File: src/rtl/rsr_pkg.sv
// rsr_pkg: shared types and constants of the rtcp sender report generator
// no dependencies; used by every other file of the block

package rsr_pkg;

  localparam int unsigned CFG_IDX_W    = 2;
  localparam int unsigned WORD_W       = 32;
  localparam int unsigned TIME_W       = 63;
  localparam int unsigned BYTES_W      = 16;
  localparam int unsigned JOB_DEPTH    = 2;
  localparam int unsigned REPORT_BYTES = 28;
  localparam int unsigned FRAME_W      = REPORT_BYTES * 8;

  // rtcp sender report header: version 2, packet type 200, length 6 words
  localparam logic [7:0] HDR_VERSION = 8'h80;
  localparam logic [7:0] HDR_PT_SR   = 8'd200;
  localparam logic [7:0] HDR_LEN_HI  = 8'h00;
  localparam logic [7:0] HDR_LEN_LO  = 8'h06;

  // microseconds between 1900 and 1970
  localparam logic [63:0] NTP_OFFSET_US = 64'd2208988800000000;
  localparam int unsigned US_PER_S_W    = 20;
  localparam logic [US_PER_S_W-1:0] US_PER_S = 20'd1000000;

  // floor(2^50 / 10^6), always an underestimate of the true reciprocal
  localparam logic [WORD_W-1:0] US_RECIP = 32'd1125899906;

  localparam logic [WORD_W-1:0] RST_REPORT_INTERVAL = 32'd5000000;
  localparam logic [WORD_W-1:0] RST_JUMP_THRESHOLD  = 32'd1000000;

  typedef enum logic [CFG_IDX_W-1:0] {
    CFG_SOURCE_ID       = 2'd0,
    CFG_REPORT_INTERVAL = 2'd1,
    CFG_JUMP_THRESHOLD  = 2'd2
  } cfg_idx_t;

  typedef enum logic {
    ACT_PACKET = 1'b0,
    ACT_STAMP  = 1'b1
  } action_t;

  typedef struct packed {
    logic [WORD_W-1:0] source_id;
    logic [WORD_W-1:0] report_interval_us;
    logic [WORD_W-1:0] jump_threshold_us;
  } cfg_t;

  // one pending report, snapshot taken at the timestamp event
  typedef struct packed {
    logic [TIME_W-1:0] wall_time;
    logic [WORD_W-1:0] media_stamp;
    logic [WORD_W-1:0] packets;
    logic [WORD_W-1:0] octets;
  } job_t;

endpackage

File: src/rtl/rsr_if.sv
// rsr_if: valid/ready channel interfaces for items, report bytes and config writes
// depends on rsr_pkg for field widths

interface rsr_in_if;
  logic                          valid;
  logic                          ready;
  logic                          action;
  logic [rsr_pkg::BYTES_W-1:0]   packet_bytes;
  logic [rsr_pkg::TIME_W-1:0]    wall_time_us;
  logic [rsr_pkg::WORD_W-1:0]    media_stamp;

  modport source (output valid, action, packet_bytes, wall_time_us, media_stamp,
                  input ready);
  modport sink   (input valid, action, packet_bytes, wall_time_us, media_stamp,
                  output ready);
endinterface

interface rsr_out_if;
  logic       valid;
  logic       ready;
  logic [7:0] report_byte;
  logic       report_last;

  modport source (output valid, report_byte, report_last, input ready);
  modport sink   (input valid, report_byte, report_last, output ready);
endinterface

interface rsr_cfg_if;
  logic                          valid;
  logic                          ready;
  logic [rsr_pkg::CFG_IDX_W-1:0] index;
  logic [rsr_pkg::WORD_W-1:0]    data;

  modport source (output valid, index, data, input ready);
  modport sink   (input valid, index, data, output ready);
endinterface

File: src/rtl/rtcp_sender_report_generator.sv
// rtcp_sender_report_generator: top level, config registers and front/queue/back wiring
// depends on rsr_pkg, rsr_if, rsr_front, rsr_job_fifo and rsr_back
//
// usage:
//   in_ch   items: action 0 = packet sent (packet_bytes counted), action 1 = timestamp
//           check (wall_time_us, media_stamp). a timestamp check may start a report.
//   out_ch  28-byte rtcp sender report, one byte per transaction, network order,
//           report_last high on the final byte.
//   cfg_ch  register writes: 0 source id, 1 report interval, 2 jump threshold;
//           always ready, other indexes are ignored.
// throughput: one item per cycle while the report queue has room; in_ch.ready
//   drops only while JOB_DEPTH reports are already waiting.
// report path: a due report passes through the queue, then two reciprocal divisions by
//   10^6 (ntp seconds and fraction), then leaves one byte per cycle as out_ch
//   accepts. the next queued report starts only after the previous report's final
//   byte is accepted.
// stall: the output byte holds while out_ch.ready is low; items keep flowing in
//   until the queue fills.
// reset: rst_n synchronous; counters and times go to zero, registers to defaults,
//   queue empties, no report pending.

module rtcp_sender_report_generator #(
  parameter int unsigned JOB_DEPTH = rsr_pkg::JOB_DEPTH
) (
  input logic      clk,
  input logic      rst_n,
  rsr_in_if.sink   in_ch,
  rsr_out_if.source out_ch,
  rsr_cfg_if.sink  cfg_ch
);
  import rsr_pkg::*;

  cfg_t  cfg_r, cfg_nxt;
  logic  job_push;
  logic  job_full;
  logic  job_pop;
  logic  job_empty;
  job_t  push_job;
  job_t  pop_job;

  assign cfg_ch.ready = 1'b1;

  always_comb begin
    cfg_nxt = cfg_r;
    if (cfg_ch.valid) begin
      unique case (cfg_ch.index)
        CFG_SOURCE_ID:       cfg_nxt.source_id          = cfg_ch.data;
        CFG_REPORT_INTERVAL: cfg_nxt.report_interval_us = cfg_ch.data;
        CFG_JUMP_THRESHOLD:  cfg_nxt.jump_threshold_us  = cfg_ch.data;
        default:             cfg_nxt = cfg_r;
      endcase
    end
  end

  always_ff @(posedge clk) begin
    if (!rst_n) begin
      cfg_r.source_id          <= '0;
      cfg_r.report_interval_us <= RST_REPORT_INTERVAL;
      cfg_r.jump_threshold_us  <= RST_JUMP_THRESHOLD;
    end else begin
      cfg_r <= cfg_nxt;
    end
  end

  rsr_front u_front (
    .clk             (clk),
    .rst_n           (rst_n),
    .cfg             (cfg_r),
    .in_valid        (in_ch.valid),
    .in_ready        (in_ch.ready),
    .in_action       (in_ch.action),
    .in_packet_bytes (in_ch.packet_bytes),
    .in_wall_time_us (in_ch.wall_time_us),
    .in_media_stamp  (in_ch.media_stamp),
    .job_full        (job_full),
    .job_push        (job_push),
    .job_data        (push_job)
  );

  rsr_job_fifo #(
    .DEPTH (JOB_DEPTH)
  ) u_job_fifo (
    .clk       (clk),
    .rst_n     (rst_n),
    .push      (job_push),
    .push_data (push_job),
    .full      (job_full),
    .pop       (job_pop),
    .empty     (job_empty),
    .pop_data  (pop_job)
  );

  rsr_back u_back (
    .clk             (clk),
    .rst_n           (rst_n),
    .source_id       (cfg_r.source_id),
    .job_empty       (job_empty),
    .job_pop         (job_pop),
    .job_data        (pop_job),
    .out_valid       (out_ch.valid),
    .out_ready       (out_ch.ready),
    .out_report_byte (out_ch.report_byte),
    .out_report_last (out_ch.report_last)
  );

endmodule

File: src/rtl/rsr_front.sv
// rsr_front: stream tracking, packet/octet counters and report-due decision
// depends on rsr_pkg; pushes report jobs into rsr_job_fifo

module rsr_front (
  input  logic                       clk,
  input  logic                       rst_n,
  input  rsr_pkg::cfg_t              cfg,
  input  logic                       in_valid,
  output logic                       in_ready,
  input  logic                       in_action,
  input  logic [rsr_pkg::BYTES_W-1:0] in_packet_bytes,
  input  logic [rsr_pkg::TIME_W-1:0] in_wall_time_us,
  input  logic [rsr_pkg::WORD_W-1:0] in_media_stamp,
  input  logic                       job_full,
  output logic                       job_push,
  output rsr_pkg::job_t              job_data
);
  import rsr_pkg::*;

  logic [WORD_W-1:0] packets_r, packets_nxt;
  logic [WORD_W-1:0] octets_r, octets_nxt;
  logic [TIME_W-1:0] prev_time_r, prev_time_nxt;
  logic [TIME_W-1:0] last_rpt_r, last_rpt_nxt;

  logic              accept;
  logic [63:0]       jump_diff;
  logic [63:0]       rpt_diff;
  logic              jump_due;
  logic              rpt_due;
  logic              due;

  assign in_ready = !job_full;
  assign accept   = in_valid && in_ready;

  // times stay below 2^63 so the 64-bit difference is exact as signed
  assign jump_diff = {1'b0, in_wall_time_us} - {1'b0, prev_time_r};
  assign rpt_diff  = {1'b0, in_wall_time_us} - {1'b0, last_rpt_r};
  assign jump_due  = !jump_diff[63] && (jump_diff > {32'd0, cfg.jump_threshold_us});
  assign rpt_due   = !rpt_diff[63] && (rpt_diff > {32'd0, cfg.report_interval_us});
  assign due       = jump_due || rpt_due;

  always_comb begin
    packets_nxt   = packets_r;
    octets_nxt    = octets_r;
    prev_time_nxt = prev_time_r;
    last_rpt_nxt  = last_rpt_r;
    job_push      = 1'b0;
    if (accept) begin
      if (in_action == ACT_PACKET) begin
        packets_nxt = packets_r + 32'd1;
        octets_nxt  = octets_r + {16'd0, in_packet_bytes};
      end else begin
        prev_time_nxt = in_wall_time_us;
        if (due) begin
          last_rpt_nxt = in_wall_time_us;
          job_push     = 1'b1;
        end
      end
    end
  end

  assign job_data.wall_time   = in_wall_time_us;
  assign job_data.media_stamp = in_media_stamp;
  assign job_data.packets     = packets_r;
  assign job_data.octets      = octets_r;

  always_ff @(posedge clk) begin
    if (!rst_n) begin
      packets_r   <= '0;
      octets_r    <= '0;
      prev_time_r <= '0;
      last_rpt_r  <= '0;
    end else begin
      packets_r   <= packets_nxt;
      octets_r    <= octets_nxt;
      prev_time_r <= prev_time_nxt;
      last_rpt_r  <= last_rpt_nxt;
    end
  end

endmodule

File: src/rtl/rsr_job_fifo.sv
// rsr_job_fifo: short queue of report jobs between front and back
// depends on rsr_pkg for job_t

module rsr_job_fifo #(
  parameter int unsigned DEPTH = rsr_pkg::JOB_DEPTH
) (
  input  logic          clk,
  input  logic          rst_n,
  input  logic          push,
  input  rsr_pkg::job_t push_data,
  output logic          full,
  input  logic          pop,
  output logic          empty,
  output rsr_pkg::job_t pop_data
);
  import rsr_pkg::*;

  localparam int unsigned PTR_W = (DEPTH > 1) ? $clog2(DEPTH) : 1;
  localparam int unsigned CNT_W = $clog2(DEPTH + 1);
  localparam logic [PTR_W-1:0] PTR_LAST = PTR_W'(DEPTH - 1);
  localparam logic [CNT_W-1:0] CNT_FULL = CNT_W'(DEPTH);

  job_t             slots_r [DEPTH];
  logic [PTR_W-1:0] wr_ptr_r, wr_ptr_nxt;
  logic [PTR_W-1:0] rd_ptr_r, rd_ptr_nxt;
  logic [CNT_W-1:0] count_r, count_nxt;
  logic             do_push;
  logic             do_pop;

  assign full     = (count_r == CNT_FULL);
  assign empty    = (count_r == '0);
  assign do_push  = push && !full;
  assign do_pop   = pop && !empty;
  assign pop_data = slots_r[rd_ptr_r];

  always_comb begin
    wr_ptr_nxt = wr_ptr_r;
    rd_ptr_nxt = rd_ptr_r;
    count_nxt  = count_r;
    if (do_push) begin
      wr_ptr_nxt = (wr_ptr_r == PTR_LAST) ? '0 : wr_ptr_r + 1'b1;
    end
    if (do_pop) begin
      rd_ptr_nxt = (rd_ptr_r == PTR_LAST) ? '0 : rd_ptr_r + 1'b1;
    end
    if (do_push && !do_pop) begin
      count_nxt = count_r + 1'b1;
    end else if (do_pop && !do_push) begin
      count_nxt = count_r - 1'b1;
    end
  end

  always_ff @(posedge clk) begin
    if (do_push) begin
      slots_r[wr_ptr_r] <= push_data;
    end
  end

  always_ff @(posedge clk) begin
    if (!rst_n) begin
      wr_ptr_r <= '0;
      rd_ptr_r <= '0;
      count_r  <= '0;
    end else begin
      wr_ptr_r <= wr_ptr_nxt;
      rd_ptr_r <= rd_ptr_nxt;
      count_r  <= count_nxt;
    end
  end

endmodule

File: src/rtl/rsr_back.sv
// rsr_back: ntp conversion by reciprocal multiply and subtract, report serializer
// depends on rsr_pkg; pops jobs from rsr_job_fifo, drives the report byte stream

module rsr_back (
  input  logic                       clk,
  input  logic                       rst_n,
  input  logic [rsr_pkg::WORD_W-1:0] source_id,
  input  logic                       job_empty,
  output logic                       job_pop,
  input  rsr_pkg::job_t              job_data,
  output logic                       out_valid,
  input  logic                       out_ready,
  output logic [7:0]                 out_report_byte,
  output logic                       out_report_last
);
  import rsr_pkg::*;

  typedef enum logic [2:0] {
    ST_IDLE,
    ST_MUL,
    ST_SCALE,
    ST_SUB,
    ST_FIX,
    ST_SEND
  } state_t;

  localparam logic [4:0]  BYTE_LAST   = 5'(REPORT_BYTES - 1);
  localparam logic [63:0] US_PER_S_64 = {44'd0, US_PER_S};

  state_t              state_r, state_nxt;
  logic [63:0]         num_r, num_nxt;
  logic [63:0]         quo_r, quo_nxt;
  logic [63:0]         prod_r, prod_nxt;
  logic [63:0]         sub_r, sub_nxt;
  logic                fine_r, fine_nxt;
  logic                frac_pass_r, frac_pass_nxt;
  logic [WORD_W-1:0]   secs_r, secs_nxt;
  logic [FRAME_W-1:0]  frame_r, frame_nxt;
  logic [4:0]          byte_cnt_r, byte_cnt_nxt;
  logic                out_valid_r, out_valid_nxt;
  job_t                job_r, job_nxt;

  logic [WORD_W-1:0]   mul_a;
  logic [63:0]         prod;
  logic [63:0]         part;
  logic [63:0]         part_x_us;
  logic                rem_ge;
  logic [63:0]         rem_fix;
  logic [63:0]         quo_fix;

  // coarse pass uses the top word, fine pass the remainder left below 2^35
  assign mul_a = fine_r ? num_r[34:3] : num_r[63:32];
  // 32 by 32 product
  assign prod  = {32'd0, mul_a} * {32'd0, US_RECIP};
  assign part  = fine_r ? {47'd0, prod_r[63:47]} : {18'd0, prod_r[63:18]};
  // one million = 2^20 - 2^16 + 2^14 + 2^9 + 2^6
  assign part_x_us = (part << 20) - (part << 16) + (part << 14) + (part << 9) + (part << 6);

  // after both passes the remainder is below two million
  assign rem_ge  = (num_r >= US_PER_S_64);
  assign rem_fix = rem_ge ? num_r - US_PER_S_64 : num_r;
  assign quo_fix = rem_ge ? quo_r + 64'd1 : quo_r;

  assign job_pop         = (state_r == ST_IDLE) && !job_empty;
  assign out_valid       = out_valid_r;
  assign out_report_byte = frame_r[FRAME_W-1 -: 8];
  assign out_report_last = (byte_cnt_r == BYTE_LAST);

  always_comb begin
    state_nxt     = state_r;
    num_nxt       = num_r;
    quo_nxt       = quo_r;
    prod_nxt      = prod_r;
    sub_nxt       = sub_r;
    fine_nxt      = fine_r;
    frac_pass_nxt = frac_pass_r;
    secs_nxt      = secs_r;
    frame_nxt     = frame_r;
    byte_cnt_nxt  = byte_cnt_r;
    out_valid_nxt = out_valid_r;
    job_nxt       = job_r;
    unique case (state_r)
      ST_IDLE: begin
        if (!job_empty) begin
          job_nxt       = job_data;
          num_nxt       = {1'b0, job_data.wall_time} + NTP_OFFSET_US;
          quo_nxt       = '0;
          fine_nxt      = 1'b0;
          frac_pass_nxt = 1'b0;
          state_nxt     = ST_MUL;
        end
      end
      ST_MUL: begin
        prod_nxt  = prod;
        state_nxt = ST_SCALE;
      end
      ST_SCALE: begin
        sub_nxt   = part_x_us;
        quo_nxt   = quo_r + part;
        state_nxt = ST_SUB;
      end
      ST_SUB: begin
        num_nxt = num_r - sub_r;
        if (fine_r) begin
          state_nxt = ST_FIX;
        end else begin
          fine_nxt  = 1'b1;
          state_nxt = ST_MUL;
        end
      end
      ST_FIX: begin
        if (!frac_pass_r) begin
          // seconds mod 2^32, then divide the remainder scaled by 2^32
          secs_nxt      = quo_fix[31:0];
          num_nxt       = {rem_fix[31:0], 32'd0};
          quo_nxt       = '0;
          fine_nxt      = 1'b0;
          frac_pass_nxt = 1'b1;
          state_nxt     = ST_MUL;
        end else begin
          frame_nxt     = {HDR_VERSION, HDR_PT_SR, HDR_LEN_HI, HDR_LEN_LO,
                           source_id, secs_r, quo_fix[31:0], job_r.media_stamp,
                           job_r.packets, job_r.octets};
          byte_cnt_nxt  = '0;
          out_valid_nxt = 1'b1;
          state_nxt     = ST_SEND;
        end
      end
      ST_SEND: begin
        if (out_ready) begin
          frame_nxt    = {frame_r[FRAME_W-9:0], 8'h00};
          byte_cnt_nxt = byte_cnt_r + 5'd1;
          if (byte_cnt_r == BYTE_LAST) begin
            out_valid_nxt = 1'b0;
            state_nxt     = ST_IDLE;
          end
        end
      end
      default: begin
        state_nxt     = ST_IDLE;
        out_valid_nxt = 1'b0;
      end
    endcase
  end

  always_ff @(posedge clk) begin
    if (!rst_n) begin
      state_r     <= ST_IDLE;
      out_valid_r <= 1'b0;
      byte_cnt_r  <= '0;
      fine_r      <= 1'b0;
      frac_pass_r <= 1'b0;
    end else begin
      state_r     <= state_nxt;
      out_valid_r <= out_valid_nxt;
      byte_cnt_r  <= byte_cnt_nxt;
      fine_r      <= fine_nxt;
      frac_pass_r <= frac_pass_nxt;
    end
  end

  always_ff @(posedge clk) begin
    num_r   <= num_nxt;
    quo_r   <= quo_nxt;
    prod_r  <= prod_nxt;
    sub_r   <= sub_nxt;
    secs_r  <= secs_nxt;
    frame_r <= frame_nxt;
    job_r   <= job_nxt;
  end

endmodule
File: src/flat_wrapper.sv
// flat-port wrapper written by rule: the top's interface ports become plain ports
module rtcp_sender_report_generator_flat import rsr_pkg::*;
#(
  parameter int unsigned JOB_DEPTH = rsr_pkg::JOB_DEPTH
)
  (clk, rst_n, in_ch_valid, in_ch_action, in_ch_packet_bytes, in_ch_wall_time_us, in_ch_media_stamp, in_ch_ready, out_ch_valid, out_ch_report_byte, out_ch_report_last, out_ch_ready, cfg_ch_valid, cfg_ch_index, cfg_ch_data, cfg_ch_ready);
  rsr_in_if in_ch_i ();
  rsr_out_if out_ch_i ();
  rsr_cfg_if cfg_ch_i ();
  input logic clk;
  input logic rst_n;
  input wire logic [$bits(in_ch_i.valid)-1:0] in_ch_valid;
  input wire logic [$bits(in_ch_i.action)-1:0] in_ch_action;
  input wire logic [$bits(in_ch_i.packet_bytes)-1:0] in_ch_packet_bytes;
  input wire logic [$bits(in_ch_i.wall_time_us)-1:0] in_ch_wall_time_us;
  input wire logic [$bits(in_ch_i.media_stamp)-1:0] in_ch_media_stamp;
  output wire logic [$bits(in_ch_i.ready)-1:0] in_ch_ready;
  output wire logic [$bits(out_ch_i.valid)-1:0] out_ch_valid;
  output wire logic [$bits(out_ch_i.report_byte)-1:0] out_ch_report_byte;
  output wire logic [$bits(out_ch_i.report_last)-1:0] out_ch_report_last;
  input wire logic [$bits(out_ch_i.ready)-1:0] out_ch_ready;
  input wire logic [$bits(cfg_ch_i.valid)-1:0] cfg_ch_valid;
  input wire logic [$bits(cfg_ch_i.index)-1:0] cfg_ch_index;
  input wire logic [$bits(cfg_ch_i.data)-1:0] cfg_ch_data;
  output wire logic [$bits(cfg_ch_i.ready)-1:0] cfg_ch_ready;
  assign in_ch_i.valid = in_ch_valid;
  assign in_ch_i.action = in_ch_action;
  assign in_ch_i.packet_bytes = in_ch_packet_bytes;
  assign in_ch_i.wall_time_us = in_ch_wall_time_us;
  assign in_ch_i.media_stamp = in_ch_media_stamp;
  assign in_ch_ready = in_ch_i.ready;
  assign out_ch_valid = out_ch_i.valid;
  assign out_ch_report_byte = out_ch_i.report_byte;
  assign out_ch_report_last = out_ch_i.report_last;
  assign out_ch_i.ready = out_ch_ready;
  assign cfg_ch_i.valid = cfg_ch_valid;
  assign cfg_ch_i.index = cfg_ch_index;
  assign cfg_ch_i.data = cfg_ch_data;
  assign cfg_ch_ready = cfg_ch_i.ready;
  rtcp_sender_report_generator #(.JOB_DEPTH(JOB_DEPTH)) u_core (.clk(clk), .rst_n(rst_n), .in_ch(in_ch_i), .out_ch(out_ch_i), .cfg_ch(cfg_ch_i));
endmodule
File: config.mk
export PLATFORM = sky130hd
export DESIGN_NAME = rtcp_sender_report_generator_flat
export DESIGN_NICKNAME = d
export VERILOG_FILES = /design/src/rtl/rsr_pkg.sv /design/src/rtl/rsr_if.sv /design/src/rtl/rtcp_sender_report_generator.sv /design/src/rtl/rsr_front.sv /design/src/rtl/rsr_job_fifo.sv /design/src/rtl/rsr_back.sv /design/src/flat_wrapper.sv
export SDC_FILE = /design/constraint.sdc
export NUM_CORES = 2
export LEC_CHECK = 0
export ABC_AREA = 1
export BUFFER_PORTS_ARGS = -buffer_cell sky130_fd_sc_hd__buf_2
export CAP_MARGIN = 20
export CORE_ASPECT_RATIO = 1.5
export CORE_MARGIN = 2
export CORE_UTILIZATION = 45
export DETAILED_ROUTE_END_ITERATION = 12
export PLACE_DENSITY = 0.62
export REMOVE_ABC_BUFFERS = 1
export SYNTH_ARGS = -nofsm -noshare
export SYNTH_HDL_FRONTEND = slang
export SYNTH_SLANG_ARGS = --single-unit
File: constraint.sdc
create_clock -name clk -period 18.4 [get_ports clk]
set_input_delay 3.68 -clock clk [delete_from_list [all_inputs] [get_ports clk]]
set_output_delay 3.68 -clock clk [all_outputs]
set_load 0.1 [all_outputs]
==> run_results.csv <==
group,metric,value,unit
synth,yosysWarnings,0,
timing,fmax,0.101,GHz
layout,area_growth,8.56,%
synth,synth_area,0.0897,sq mm
synth,synth-seq-area-share,35.8,%
die,fp.dieW,369,um
drt,vias,73100,
drt,postRouteAntennaNets,0,
die,rows,200,
clocking,cts.sinks,1171,
drt,wl_per_cell,22.4,um
synth,yosys.cell_types.count,80,
placed_design,place_inst,13700,
layout,fin_nets,12600,
grt,grt_max_degree,128,
placed_design,placement.io_buffers,161,
clocking,clock_path_buffers,3,
synth,synth_area_per_cell,8.13,sq um
placed_design,hpwl,255000,um
timing,finalClockSkew,104,ps
synth,synth_ff_type,"edfxtp_1",
clocking,cts_made_buffers,114,
clocking,postCtsSetupRepairBufs,0,
layout,drive_gt1_share,5.84,%
layout,stdcell_count,13900,
grt,antenna_found_initial,7,
clocking,clkTransAtPathRegs,60,ps
worst_setup_path,slowest_delay,890,ps
timing,post-route-min-period,9930,ps
worst_setup_path,worst_path_max_delay_cell,"buf_4",
hold_path,hold_class,"reg2reg",
synth,synthTopCellsByArea,"edfxtp_1 29%, nand2_1 12%, fa_1 11%",
synth,synth_edf_count,869,
synth,async_flop_share,0,%
clocking,tritoncts,"done",
drt,drt-total-wl,312000,um
synth,yosysTopAreaCell,"edfxtp_1",
timing,hold_viol,0,
worst_setup_path,cp_data_arrival_time,10290,ps
synth,ys_ff_latch,1171,
timing,tightestPinTransition,1150,ps
worst_setup_path,crit_path_end_kind,"flip-flop",
worst_setup_path,crit_type,"in2reg",
layout,n_fill_cell,19400,
die,die_h,551,um
clocking,root_buffer,"clkbuf_16",
synth,synth_top_area_share,29.1,%
worst_setup_path,startpoint_type,"input pin",
grt,grt_pass1_vias,74700,
synth,netlist_instances,11000,
timing,rsz0062_at_grt,"no",
grt,grt_overflow,0,
clocking,clk_latency,810,ps
timing,finalMaxSlewViolations,0,
timing,relSlewSlack,23.2,%
grt,grt_pass1_wl,464000,um
worst_setup_path,worst-endpoint-required,18760,ps
grt,gr-usage-all-layers,30.6,%
outcome,status,"finished, final reports clean",
worst_setup_path,crit_top_cell,"nand2_1",
timing,fin_setup_tns,0,ps
timing,fin_crit_sh,54.0,%
drt,viasPerCell,5.25,
die,die-area,0.203,sq mm
drt,drt-initial-drc-count,4929,
die,floorplan.initialDensity,45.3,%
placed_design,place.gp.congestion,1.01,
worst_setup_path,cp_max_fo,66,
die,ioPinCount,163,
clocking,cts_max_level,3,
timing,timing.hold.ws,442,ps
worst_setup_path,ff2ff_setup_slack,9800,ps
clocking,ctsHoldBuffers,0,
die,coreArea,0.198,sq mm
timing,finalSetupViolCount,0,
drt,drc_errors,0,
drt,firstDrtPassIters,6,
flow_run,timing.max_cap.violations,0,
clocking,cts-resized-gates,0,
==> layer usage <==
| metal | GRT usage [%] | routed length, um | vias to the layer above |
|---|---|---|---|
| li1 | - | - | 35600 |
| met1 | 34.5 | 119000 | 34900 |
| met2 | 55.5 | 158000 | 1916 |
| met3 | 2.52 | 11200 | 665 |
| met4 | 19.5 | 23500 | 0 |
| met5 | 0 | 0 | - |
==> synthesized netlist by cell type (90+ instances only) <==
master and n:
a21oi_1 681, clkbuf_1 167, dfxtp_1 302, edfxtp_1 869, fa_1 487, ha_1 763
inv_1 2089, nand2_1 2868, nand3_1 260, nor2_1 914, nor3_1 90, o21ai_0 441
xor2_1 179
==> logic make-up after synthesis <==
group,synth area share (%)
xor gates and xnor gates,2.46
muxes,0.100
AOI/OAI and AO/OA,9.67
other,0.00418
buffers and inverters,10.0
and+or+nand+nor,20.4
adders and majority gates,21.5
DFF,35.8
==> worst max-delay path: cells and delay by family <==
kind / cells / cell delay, ps
simple gates: 22 / 2890
buf+inv: 6 / 2380
fa+ha+maj: 3 / 840
compound gates: 1 / 170
xor+xnor: 1 / 160
==> cell type report <==
cell class	instances	area (sq um)	share of cell area (%)
diodes	5	12.5	0.0128
clock buffers	137	3070	3.15
clock inverters	76	801	0.822
inverters	2116	7960	8.17
multi-input cells	7534	48700	50.0
flip-flops and latches	1171	32100	33.0
well taps	2626	3290	3.37
repair buffers	241	1440	1.47
==> cells in the final DEF (no fill, tap or decap), types with 60 or more instances in the layout <==
cell | synthesis | routed
inv_1 | 2089 | 2088
nand2_1 | 2868 | 2866
nor3_1 | 90 | 86
nand3_1 | 260 | 260
nand2_2 | 65 | 66
clkbuf_16 | 0 | 117
edfxtp_1 | 869 | 869
a211oi_1 | 68 | 68
fa_1 | 487 | 487
xor2_1 | 179 | 179
a21oi_1 | 681 | 681
nand4_1 | 88 | 88
dfxtp_1 | 302 | 300
nor2_1 | 914 | 908
a31oi_1 | 60 | 60
o21ai_0 | 441 | 433
buf_2 | 12 | 162
xnor2_1 | 73 | 73
buf_4 | 12 | 74
ha_1 | 763 | 763
==> final timing paths <==
| check | to | from | cells past startpoint |
|---|---|---|---|
| worst max-delay path | u_core.u_job_fifo.slots_r[1][93]$_DFFE_PP_ | in_ch_wall_time_us[0] | 33 |
| worst min-delay path | u_core.u_back.frame_r[89]$_DFFE_PP_ | u_core.u_back.job_r[89]$_DFFE_PP_ | 2 |
| worst max register to register | u_core.u_back.prod_r[61]$_DFFE_PP_ | u_core.u_back.fine_r$_SDFFE_PN0P_ | 21 |
| worst min register to register | u_core.u_back.frame_r[89]$_DFFE_PP_ | u_core.u_back.job_r[89]$_DFFE_PP_ | 2 |
==> flip-flops by register name, indices dropped and copies added (netlist names), 3 cells and up, named ones only <==
signal / flops
u_core.u_back.state_r: 3
u_core.cfg_r: 96
u_core.u_back.prod_r: 45
u_core.u_back.frame_r: 224
u_core.u_back.quo_r: 32
u_core.u_back.job_r: 96
u_core.u_front.last_rpt_r: 63
u_core.u_job_fifo.slots_r: 318
u_core.u_back.num_r: 64
u_core.u_front.packets_r: 32
u_core.u_back.sub_r: 58
u_core.u_back.byte_cnt_r: 5
u_core.u_front.prev_time_r: 63
u_core.u_front.octets_r: 32
u_core.u_back.secs_r: 32
==> per-stage QoR <==
step	setup WS (ps)	area, sq um	utilization [%]
after global routing	7940	97400	49.2
final	8470	97400	49.2
after global placement	7740	93500	47.2
after detailed placement	7710	93500	47.3
after floorplan	492	88700	-
after CTS	8480	97400	49.2
Power is not shown: default switching activity piles up to over one toggle a cycle in this logic, so the estimate is an artifact.
